<file path="src/rtl/pvbr_pkg.sv">
// Package for the phase vocoder bin resynthesis block: sizes, codes, tables.
// Used by every module under rtl except pvbr_ram; depends on nothing.
`default_nettype none
package pvbr_pkg;
  localparam int unsigned FftPoints   = 1024;
  localparam int unsigned HalfPoints  = FftPoints / 2;
  localparam int unsigned Depth       = HalfPoints + 1;
  localparam int unsigned AddrW       = $clog2(Depth);
  localparam int unsigned BinW        = 10;
  localparam int unsigned MagW        = 24;
  localparam int unsigned FreqW       = 25;
  localparam int unsigned OutW        = 25;
  localparam int unsigned PhaseW      = 32;
  localparam int unsigned CfgIdxW     = 2;
  localparam int unsigned CfgDataW    = 32;
  localparam int unsigned CordicSteps = 30;
  localparam int unsigned StepW       = 5;
  localparam int unsigned XW          = 36;   // CORDIC work width, 8 fraction bits
  localparam int unsigned ZW          = 33;
  localparam int unsigned DivW        = 24;   // quotient bits of the source-bin divide
  localparam int unsigned OutLimit    = 16777215;
  localparam logic [29:0] InvGainQ30  = 30'd652032874;

  localparam logic [CfgIdxW-1:0] RegPitch   = 2'd0;
  localparam logic [CfgIdxW-1:0] RegFormant = 2'd1;
  localparam logic [CfgIdxW-1:0] RegHop     = 2'd2;
  localparam logic [CfgIdxW-1:0] RegFloor   = 2'd3;

  typedef struct packed {
    logic mem_rd;      // read both memories at the captured bin / source bin
    logic ld_calc;     // load: phase increment product, one hop half a cycle
    logic ld_write;    // load: write magnitude and phase
    logic div_start;
    logic div_step;
    logic cordic_init;
    logic cordic_step;
    logic out_load;
  } pvbr_cmd_t;

  typedef struct packed {
    logic kind;
    logic bin_ok;
    logic div_needed;
    logic div_last;
    logic cordic_last;
    logic out_busy;
    logic mul_last;
    logic clearing;
  } pvbr_sts_t;

  function automatic logic [PhaseW-1:0] atan_turns(input logic [StepW-1:0] i);
    logic [PhaseW-1:0] t;
    case (i)
      5'd0:  t = 32'h20000000; 5'd1:  t = 32'h12E4051D; 5'd2:  t = 32'h09FB385B;
      5'd3:  t = 32'h051111D4; 5'd4:  t = 32'h028B0D43; 5'd5:  t = 32'h0145D7E1;
      5'd6:  t = 32'h00A2F61E; 5'd7:  t = 32'h00517C55; 5'd8:  t = 32'h0028BE53;
      5'd9:  t = 32'h00145F2E; 5'd10: t = 32'h000A2F98; 5'd11: t = 32'h000517CC;
      5'd12: t = 32'h00028BE6; 5'd13: t = 32'h000145F3; 5'd14: t = 32'h0000A2F9;
      5'd15: t = 32'h0000517C; 5'd16: t = 32'h000028BE; 5'd17: t = 32'h0000145F;
      5'd18: t = 32'h00000A2F; 5'd19: t = 32'h00000517; 5'd20: t = 32'h0000028B;
      5'd21: t = 32'h00000145; 5'd22: t = 32'h000000A2; 5'd23: t = 32'h00000051;
      5'd24: t = 32'h00000028; 5'd25: t = 32'h00000014; 5'd26: t = 32'h0000000A;
      5'd27: t = 32'h00000005; 5'd28: t = 32'h00000002; 5'd29: t = 32'h00000001;
      default: t = '0;
    endcase
    return t;
  endfunction
endpackage
`default_nettype wire

</file>
<file path="src/rtl/pvbr_ctrl.sv">
// Sequencer for load and synthesize items of the bin resynthesis block.
// Depends on pvbr_pkg for command and status structs.
`default_nettype none
module pvbr_ctrl (
  input  wire logic                clk_i,
  input  wire logic                rst_ni,
  input  wire logic                in_fire_i,
  output      logic                in_ready_o,
  input  wire pvbr_pkg::pvbr_sts_t sts_i,
  output      pvbr_pkg::pvbr_cmd_t cmd_o
);
  import pvbr_pkg::*;

  localparam logic [2:0] StIdle  = 3'd0;
  localparam logic [2:0] StLdMul = 3'd1;
  localparam logic [2:0] StLdWr  = 3'd2;
  localparam logic [2:0] StDiv   = 3'd3;
  localparam logic [2:0] StRead  = 3'd4;
  localparam logic [2:0] StInit  = 3'd5;
  localparam logic [2:0] StCord  = 3'd6;
  localparam logic [2:0] StOut   = 3'd7;

  logic [2:0] state_q, state_d;

  always_ff @(posedge clk_i or negedge rst_ni) begin
    if (!rst_ni) begin
      state_q <= StIdle;
    end else begin
      state_q <= state_d;
    end
  end

  // hold off items while the phase store is being zeroed
  assign in_ready_o = (state_q == StIdle) && !sts_i.clearing;

  always_comb begin
    state_d = state_q;
    cmd_o   = '0;
    case (state_q)
      StIdle: begin
        if (in_fire_i) state_d = StDiv;
      end
      StDiv: begin
        // first cycle after accept: decide the path (load: read memories); divide steps run here too
        if (!sts_i.kind) begin
          cmd_o.mem_rd = 1'b1;
          state_d = sts_i.bin_ok ? StLdMul : StIdle;
        end else if (sts_i.div_needed) begin
          cmd_o.div_step = 1'b1;
          if (sts_i.div_last) state_d = StRead;
        end else begin
          state_d = StRead;
        end
      end
      StLdMul: begin
        cmd_o.ld_calc = 1'b1;
        if (sts_i.mul_last) state_d = StLdWr;
      end
      StLdWr: begin
        cmd_o.ld_write = 1'b1;
        state_d = StIdle;
      end
      StRead: begin
        cmd_o.mem_rd = 1'b1;
        state_d = StInit;
      end
      StInit: begin
        cmd_o.cordic_init = 1'b1;
        state_d = StCord;
      end
      StCord: begin
        cmd_o.cordic_step = 1'b1;
        if (sts_i.cordic_last) state_d = StOut;
      end
      StOut: begin
        if (!sts_i.out_busy) begin
          cmd_o.out_load = 1'b1;
          state_d = StIdle;
        end
      end
      default: state_d = StIdle;
    endcase
    cmd_o.div_start = in_fire_i;
  end

`ifndef NO_ASSERTIONS
  a_out_only_when_free: assert property (@(posedge clk_i) disable iff (!rst_ni)
    cmd_o.out_load |-> !sts_i.out_busy) else $error("output overwrite");
  a_accept_only_idle: assert property (@(posedge clk_i) disable iff (!rst_ni)
    in_fire_i |-> state_q == StIdle) else $error("accept while busy");
  a_write_after_mul: assert property (@(posedge clk_i) disable iff (!rst_ni)
    cmd_o.ld_write |-> $past(cmd_o.ld_calc)) else $error("write without product");
`endif
endmodule
`default_nettype wire

</file>
<file path="config.mk">
export PLATFORM = sky130hd
export DESIGN_NAME = pvbr_ctrl
export DESIGN_NICKNAME = d
export VERILOG_FILES = /design/src/rtl/pvbr_pkg.sv /design/src/rtl/pvbr_ctrl.sv
export SDC_FILE = /design/constraint.sdc
export NUM_CORES = 1
export LEC_CHECK = 0
export ABC_AREA = 0
export BUFFER_PORTS_ARGS = -buffer_cell sky130_fd_sc_hd__buf_2
export CORE_AREA = 4 4 41 43
export DETAILED_ROUTE_END_ITERATION = 8
export DIE_AREA = 0 0 45 47
export PLACE_DENSITY = 0.47
export SLEW_MARGIN = 5
export SYNTH_ARGS = -nofsm -noshare
export SYNTH_HDL_FRONTEND = slang
export SYNTH_SLANG_ARGS = --single-unit
</file>
<file path="constraint.sdc">
create_clock -name clk_i -period 1.2 [get_ports clk_i]
set_input_delay 0.18 -clock clk_i [delete_from_list [all_inputs] [get_ports clk_i]]
set_output_delay 0.18 -clock clk_i [all_outputs]
set_load 0.05 [all_outputs]
</file>
==> out/qor.csv, run 1 <==
metric;value;unit
hold_start;sts_i[7];
fin_area;767.0;um2
yosysTopAreaCellShare;0.2469;
nets;90;
clockRootBuffer;clkbuf_4;
synth_simple_gate_area_frac;0.3251;
start_util;0.2337;
ff2ff_path_depth;4;
synth_compound_area_frac;0.2181;
p_leak;0.0003491;uW
hold_viol_final;0;
rrSetupSlack;-170;ps
hold_depth;3;
holdPathEnd;state_q[2];
setup_viol;11;
use_met1;0.1399;
netlist_instances;39;
clockBufferDepth;2;
power.density;2991;nW/um2
syn_nets;50;
placed_cell_area;576.8;um2
outcome;finished, violations left;
drc_errors;0;
start_kind;flip-flop;
diodes;0;
hold_path_class;in2reg;
maxCapViolations;0;
clk_pin_slew;40;ps
grt_usage;0.1204;
synth_warnings;0;
synth_seq_area_share;0.2469;
num_vias;444;
yosysMostFrequentCell;nor3_1;
core_area;1301;um2
grt_pass1_wl;1.807;mm
required;1020;ps
synthMuxAreaShare;0.06584;
syn_area;304.0;um2
end_kind;output port;
synth_edf_count;0;
cts.sinks;3;
fin_worst_skew;2.690;ps
tightest_slew;365.3;ps
grt_max_degree;7;
max_freq;684.5;MHz
num_rows;13;
r2r-end;state_q[2];
avgSynthCellArea;7.796;um2
synth_xor_area_frac;0;
slew_viol_final;0;
die_w;45;um
rr_startpoint;state_q[1];
yosysTopAreaCell;dfrtp_1;
regMostFlops;state_q;
ys_ff_latch;3;
pwr-share-clk;0.077;
syn2layout_area_growth;152.3;%
peakVddDrop;1.232;mV
layout-drive-gt1-share;0.7692;
worstPathArrival;1280;ps
antenna_found_initial;0;
cts_buffers;3;
yosys.cell_types.count;25;
async_flop_share;1.000;
drt_first_pass_iters;4;
synth_commonest_cells;5 x nor3_1, 3 x dfrtp_1, 3 x inv_1, 3 x nor2_1;
htreeDepth;1;
drt_iter0_drc;7;
cts_tree;yes;
power;2294;uW
wl;1.161;mm
yosys-top-cells-area;dfrtp_1 25%, nor3_1 8.2%, mux2i_1 6.6%, o41ai_2 5.3%, nor4_2 4.1%;
met3_usage;0.04598;
vias_per_cell;4.774;
port_buffers;19;
grt_overflow;0;
p_sw_frac;0.4933;
top_regs;state_q x3;
violations;negative setup slack;
p_sw;1131;uW
drt-wirelength-per-cell;12.48;um
grt_pass1_vias;425;
top_usage_layer;met2;
fill_cells;116;
use_met2;0.2062;
gp_congestion;0.7810;
synth_top_family_by_area;simple AND/OR/NAND/NOR gates;
die_h;47;um
internal-power;1162;uW
yosys.area_share.adder;0;
cp_max_fo;6;
rsz0062_at_grt;true;
fin_setup_tns;-2364;ps
dieArea;2115;um2
relSlewSlack;0.7557;
io_pins;20;
critical_path_class;reg2out;
ant_nets;0;
hpwl;842.1;um
clkLatencyLatePin;230;ps
largest_reg_flops;3;
setup_slack;-260.9;ps
seq_power_share;0.114;
p_comb_frac;0.808;
ys.flop_type;dfrtp_1;
fin_crit;1461;ps
min_period_over_period;1.217;
per-layer routing:
layer  share of wire  vias to the layer above
li1                -                      223
met1            0.40                      202
met2            0.53                       19
met3           0.075                        0
met4               0                        0
met5               0                        -
worst max path at each step:
stage                          start         end  slack, ps  cells after the start
after floorplan           state_q[0]  in_ready_o       -150                      2
after global placement    state_q[0]  state_q[0]       -170                      5
after detailed placement  state_q[0]  state_q[0]       -190                      5
after CTS                 state_q[0]  in_ready_o       -270                      3
after global routing      state_q[0]  in_ready_o       -340                      3
final                     state_q[0]  in_ready_o       -260                      3
power groups by stage:
stage,sequential [uW],clock [uW],combinational [uW]
after global placement,254,0,1420
after floorplan,195,0,1040
final,262,177,1850
after detailed placement,254,0,1430
after global routing,273,206,1990
after CTS,260,185,1680
area by class of cell:
type	count	area, um2	share of cell area
Timing Repair Buffer	39	316.6	0.4127
Multi-Input combinational cell	28	306.5	0.3997
Sequential cell	3	78.83	0.1028
Clock buffer	4	26.28	0.03426
Inverter	4	20.02	0.02610
Tap cell	15	18.77	0.02447
cells in the final DEF, fill, tap and decap left out, types with 2 or more instances in the layout:
| cell type | count |
|---|---|
| buf_4 | 14 |
| buf_6 | 13 |
| buf_2 | 11 |
| nor3_4 | 3 |
| clkbuf_4 | 3 |
| dfrtp_2 | 3 |
| inv_1 | 2 |
| nor2_4 | 2 |
| nand3_1 | 2 |
| nor4_4 | 2 |
| nand2_1 | 2 |
| nor3_2 | 2 |
| mux2i_1 | 2 |
timing repair:
action,4_1_cts,5_1_grt
setup endpoints to repair,11,11
endpoints found under the hold margin,3,0
gates resized for setup,24,10
pin swaps,2,4
hold buffers,1,0
buffers inserted,3,2
kinds of logic (layout without fill, tap and decap cells):
group           count (synthesis)  count (layout)
flops                           3               3
mux                             2               2
buf+inv                         8              47
simple gates                   18              18
compound gates                  8               8
stage by stage:
step           cells  setup WS [ps]    util  hold slack, ps
6_report          93         -260.9  0.5894           245.1
5_1_grt           93         -337.1  0.5894           245.3
4_1_cts           91         -268.7  0.5385           239.9
3_5_place_dp      83         -192.1  0.4433          -22.21
3_3_place_gp      83         -172.1  0.4433          -19.11
2_1_floorplan     39         -153.1       -          -115.6
worst max-delay path: stages (launching register included):
cell     delay [ps]
dfrtp_2         440
buf_6           150
nor4_4          270
buf_6           190
Note: power is estimated with default switching activity, not from simulation.
==> run 2, diff against run 1 <==
==> constraint.sdc (replaced) <==
create_clock -name clk_i -period 1.2 [get_ports clk_i]
set_input_delay 0.06 -clock clk_i [delete_from_list [all_inputs] [get_ports clk_i]]
set_output_delay 0.06 -clock clk_i [all_outputs]
set_load 0.05 [all_outputs]
==> run 2 against run 1 <==
The run still ends with negative setup slack left. Maximum frequency up 6.0%. Combinational power fell by 3%. Die area stayed put. Clock skew decreased by 0.78 ps. Critical path depth is 2 higher. Worst hold slack got worse by 98 ps. Utilization is 0.38 points lower. Count of clock-buffer cells in the layout did not move. Via count increased by 1.6%.
==> out/qor.csv, run 2 (synthesis gave the netlist of run 1 again) <==
metric;value;unit;change
tightest_slew;392.4;ps;was 365.3 ps
grt_overflow;0;;unchanged
utilization;0.5856;;was 0.5894
clockBufferDepth;2;;unchanged
drc_errors;0;;unchanged
placed_cell_area;600.6;um2;was 576.8 um2
outcome;finished, violations left;;unchanged
drt_iter0_drc;8;;was 7
layout-drive-gt1-share;0.7407;;was 0.7692
drt_first_pass_iters;4;;unchanged
die_w;45;um;unchanged
crit_top_cell;buf_6;;unchanged
syn2layout_area_growth;150.6;%;was 152.3%
cpPeakStageDelay;400;ps;was 440 ps
clk_pin_slew;30;ps;was 40 ps
clockRootBuffer;clkbuf_4;;unchanged
final_common_cell;buf_4;;unchanged
fin_area;762.0;um2;was 767.0 um2
grt_pass1_vias;428;;was 425
gp_congestion;0.8037;;was 0.7810
io_pins;20;;unchanged
hpwl;822.8;um;was 842.1 um
critical_path_class;reg2out;;unchanged
hold_viol_final;0;;unchanged
place_ws;-239.3;ps;was -192.1 ps
peakVddDrop;1.828;mV;was 1.232 mV
violations;negative setup slack;;unchanged
fin_worst_skew;1.907;ps;was 2.690 ps
p_leak;0.0003549;uW;was 0.0003491 uW
end_kind;output port;;unchanged
diodes;0;;unchanged
drt-wirelength-per-cell;11.46;um;was 12.48 um
cts.sinks;3;;unchanged
fin_crit;1379;ps;was 1461 ps
port_buffers;19;;unchanged
regMostFlops;state_q;;unchanged
antenna_found_initial;0;;unchanged
cts_buffers;3;;unchanged
start_util;0.2337;;unchanged
min_period_over_period;1.149;;was 1.217
required;1140;ps;was 1020 ps
rsz0062_at_grt;true;;unchanged
core_area;1301;um2;unchanged
setup_slack;-178.6;ps;was -260.9 ps
hold_slack;146.6;ps;was 245.1 ps
wl;1.100;mm;was 1.161 mm
die_h;47;um;unchanged
max_freq;725.4;MHz;was 684.5 MHz
nets;93;;was 90
cp_cell_sequence;buf_6 > nand2_8 > buf_6 > o31ai_4 > buf_6;;was buf_6 > nor4_4 > buf_6
setup_viol;11;;unchanged
slew_viol_final;0;;unchanged
relSlewSlack;0.7362;;was 0.7557
hold_path_class;in2reg;;unchanged
top_regs;state_q x3;;unchanged
final_cell_mix;17 x buf_4, 12 x buf_6, 11 x buf_2;;was 14 x buf_4, 13 x buf_6, 11 x buf_2
grt_max_degree;11;;was 7
num_rows;13;;unchanged
worstPathArrival;1320;ps;was 1280 ps
clkLatencyLatePin;230;ps;about the same
maxCapViolations;0;;unchanged
grt_pass1_wl;1.807;mm;unchanged
htreeDepth;1;;unchanged
start_kind;flip-flop;;unchanged
cts_tree;yes;;unchanged
ant_nets;0;;unchanged
num_vias;451;;was 444
largest_reg_flops;3;;unchanged
fin_setup_tns;-1550;ps;was -2364 ps
cp_max_fo;5;;was 6
grt_usage;0.1211;;was 0.1204
cp_slowest_cell;dfrtp_2;;unchanged
vias_per_cell;4.698;;was 4.774
dieArea;2115;um2;unchanged
power.density;3010;nW/um2;was 2991 nW/um2
==> run 2: changes by cell type in the layout (fill, tap and decap cells not counted), moves of 2 or more <==
cell and delta:
nor2_2 +2, nor3_1 +2, nor2_4 -2, nor3_2 -2, buf_4 +3
==> run 2: per-layer routing <==
| metal | routed length [um] | vias up | track usage |
|---|---|---|---|
| li1 | - | 233 | - |
| met1 | 474 | 199 | 0.1442 |
| met2 | 554 | 19 | 0.2006 |
| met3 | 70 | 0 | 0.02682 |
| met4 | 0 | 0 | 0.07018 |
| met5 | 0 | - | 0 |
==> run 2: worst paths after layout <==
kind,from,depth (start not counted),slack [ps],to
max,state_q[0],5,-180,cmd_o[7]
min,sts_i[7],3,150,state_q[2]
max reg2reg,state_q[0],5,-150,state_q[0]
min reg2reg,state_q[0],3,750,state_q[0]
max in group asynchronous,rst_ni,2,920,state_q[2]
min in group asynchronous,rst_ni,2,160,state_q[1]
==> run 2: report_power, final <==
group	leakage (uW)	internal, uW	switching (uW)
Combinational	0.000307	901	899
Clock	0.0000150	124	48.6
Sequential	0.0000329	165	155
Total	0.000355	1190	1100
==> run 2: through the flow <==
| stage | power [uW] | instances |
|---|---|---|
| after floorplan | 1258 | 39 |
| after global placement | 1750 | 86 |
| after detailed placement | 1757 | 86 |
| after CTS | 2289 | 96 |
| after global routing | 2455 | 96 |
| final | 2293 | 96 |
==> run 2: timing repair <==
item / in CTS / in global routing
setup buffers: 5 / 0
pin swaps: 3 / 2
endpoints found under the setup margin: 11 / 11
gates resized for setup: 28 / 1
hold buffers: 1 / 0
hold endpoints to repair: 3 / 0
==> run 2: critical path: cells and delay by family, from the launching register on <==
kind	cells	cell delay [ps]
AOI/OAI and AO/OA	1	170
and+or+nand+nor	1	60
DFF	1	400
buffers and inverters	3	460
==> run 2: layout make-up <==
class / count / area (um2)
multi-input combinational: 28 / 277.8
tap: 15 / 18.77
inverter: 4 / 17.52
fill: 131 / 539.3
timing repair buffer: 42 / 342.8
clock buffer: 4 / 26.28
sequential: 3 / 78.83
==> run 3, diff against run 2 <==
--- a/config.mk
+++ b/config.mk
@@ -10,7 +10,7 @@
 export CORE_AREA = 4 4 41 43
 export DETAILED_ROUTE_END_ITERATION = 8
 export DIE_AREA = 0 0 45 47
-export PLACE_DENSITY = 0.47
+export PLACE_DENSITY = 0.57
 export SLEW_MARGIN = 5
 export SYNTH_ARGS = -nofsm -noshare
 export SYNTH_HDL_FRONTEND = slang
==> run 3 against run 2 <==
The flow still finishes with violations (negative setup slack). Utilization fell by 2.4 points. Sequential share of layout area rose by 0.27 points. Critical path depth fell by 2. Highest routed layer is now met4. Global-route usage barely moved. Clock power rose by 4%. Final area fell by 4.1%. Maximum frequency rose by 0.42%. Clock skew fell by 1.7 ps. Via count fell by 4.0%. Non-clock buffer count fell by 6. Die area did not move. Wire length fell by 4.4%.
==> out/qor.csv, run 3 (synthesis gave the netlist of run 1 again) <==
metric;value;unit;change
gp_congestion;0.8182;;was 0.8037
violations;negative setup slack;;unchanged
grt_pass1_vias;446;;was 428
drt_iter0_drc;3;;was 8
grt_pass1_wl;1.752;mm;was 1.807 mm
clockBufferDepth;2;;unchanged
hold_path_class;in2reg;;unchanged
fin_crit;1373;ps;was 1379 ps
clkLatencyLatePin;240;ps;was 230 ps
nets;87;;was 93
cts_buffers;3;;unchanged
fill_cells;128;;was 131
clockRootBuffer;clkbuf_4;;unchanged
fin_area;730.7;um2;was 762.0 um2
top_regs;state_q x3;;unchanged
wl_met1;398;um;was 474 um
grt_usage;0.1212;;was 0.1211
power;2194;uW;was 2293 uW
layout-drive-gt1-share;0.7200;;was 0.7407
min_period_over_period;1.144;;was 1.149
wl;1.052;mm;was 1.100 mm
hold_viol_final;0;;unchanged
cts_tree;yes;;unchanged
setup_viol;11;;unchanged
drt-wirelength-per-cell;11.69;um;was 11.46 um
dieArea;2115;um2;unchanged
setup_slack;-172.8;ps;was -178.6 ps
die_h;47;um;unchanged
final_common_cell;buf_6;;was buf_4
dp.cells;81;;was 86
p_leak;0.0003272;uW;was 0.0003549 uW
multi_input_area;277.8;um2;unchanged
maxCapViolations;0;;unchanged
outcome;finished, violations left;;unchanged
fin_worst_skew;0.1980;ps;was 1.907 ps
tightest_slew;433.3;ps;was 392.4 ps
cts.sinks;3;;unchanged
grt_overflow;0;;unchanged
grt_max_degree;9;;was 11
peakVddDrop;1.543;mV;was 1.828 mV
hold_depth;3;;unchanged
ff2ff_path_depth;3;;was 5
fin_cells;90;;was 96
port_buffers;19;;unchanged
end_kind;output port;;unchanged
largest_reg_flops;3;;unchanged
diodes;0;;unchanged
ant_nets;0;;unchanged
io_pins;20;;unchanged
hpwl;837;um;was 822.8 um
wl_met2;517;um;was 554 um
antenna_found_initial;0;;unchanged
num_vias;433;;was 451
regMostFlops;state_q;;unchanged
cp_max_fo;8;;was 5
num_rows;13;;unchanged
relSlewSlack;0.7080;;was 0.7362
max_freq;728.5;MHz;was 725.4 MHz
drc_errors;0;;unchanged
worstPathArrival;1310;ps;was 1320 ps
vias_per_cell;4.811;;was 4.698
power.density;3002;nW/um2;was 3010 nW/um2
core_area;1301;um2;unchanged
rsz0062_at_grt;true;;unchanged
final-seq-area;77.57;um2;was 78.83 um2
met3_wirelength;91;um;was 70 um
clk_pin_slew;40;ps;was 30 ps
final_cell_mix;16 x buf_6, 11 x buf_2, 7 x buf_4;;was 17 x buf_4, 12 x buf_6, 11 x buf_2
start_kind;flip-flop;;unchanged
hold_slack;135.0;ps;was 146.6 ps
die_w;45;um;unchanged
top_layer_used;met4;;was met3
start_util;0.2337;;unchanged
drt_first_pass_iters;2;;was 4
slew_viol_final;0;;unchanged
required;1140;ps;about the same
htreeDepth;1;;unchanged
critical_path_class;reg2out;;unchanged
syn2layout_area_growth;140.3;%;was 150.6%
placed_cell_area;563.0;um2;was 600.6 um2
## run 3: path summary, 6_finish.rpt
check                             endpoint        from  slack [ps]
worst max-delay path            in_ready_o  state_q[1]        -170
worst min-delay path            state_q[2]    sts_i[7]         130
worst max register to register  state_q[0]  state_q[0]        -170
worst min register to register  state_q[1]  state_q[1]         750
max in group asynchronous       state_q[0]      rst_ni         940
min in group asynchronous       state_q[2]      rst_ni         140
## run 3: metal layers
metal  GRT usage  vias to the layer above
li1            -                      217
met1      0.1261                      192
met2      0.1977                       19
met3     0.02682                        5
met4      0.1228                        0
met5           0                        -
## run 3: layout make-up
class                           count  area share
Sequential cell                     3      0.1062
Tap cell                           15     0.02568
Timing Repair Buffer               36      0.4281
Inverter                            4     0.02397
Multi-Input combinational cell     28      0.3801
Clock buffer                        4     0.03596
## run 3: power by group
group / total [uW] / internal, uW / switching (uW)
Clock: 180 / 125 / 55.4
Combinational: 1720 / 828 / 888
Sequential: 298 / 162 / 135
Total: 2190 / 1120 / 1080
## run 3: repair_timing
item                                    in CTS  in global routing
endpoints found under the hold margin        3                  0
setup buffers                                4                  0
hold buffers                                 1                  0
gates cloned                                 0                  0
pin swaps                                    2                  2
endpoints found under the setup margin      11                 11
gates resized for setup                     28                  6
## run 3: critical path: stages, from the launching register on
cell     delay (ps)
dfrtp_2         480
buf_6           150
nor4_4          250
buf_6           190
## run 3: stage by stage
| stage | worst slack [ps] | TNS [ps] | util |
|---|---|---|---|
| after floorplan | -67.41 | -204.2 | - |
| after global placement | -168.7 | -1027 | 0.4327 |
| after detailed placement | -187.6 | -1232 | 0.4327 |
| after CTS | -179.8 | -1530 | 0.5471 |
| after global routing | -230.2 | -2135 | 0.5615 |
| final | -172.8 | -1524 | 0.5615 |
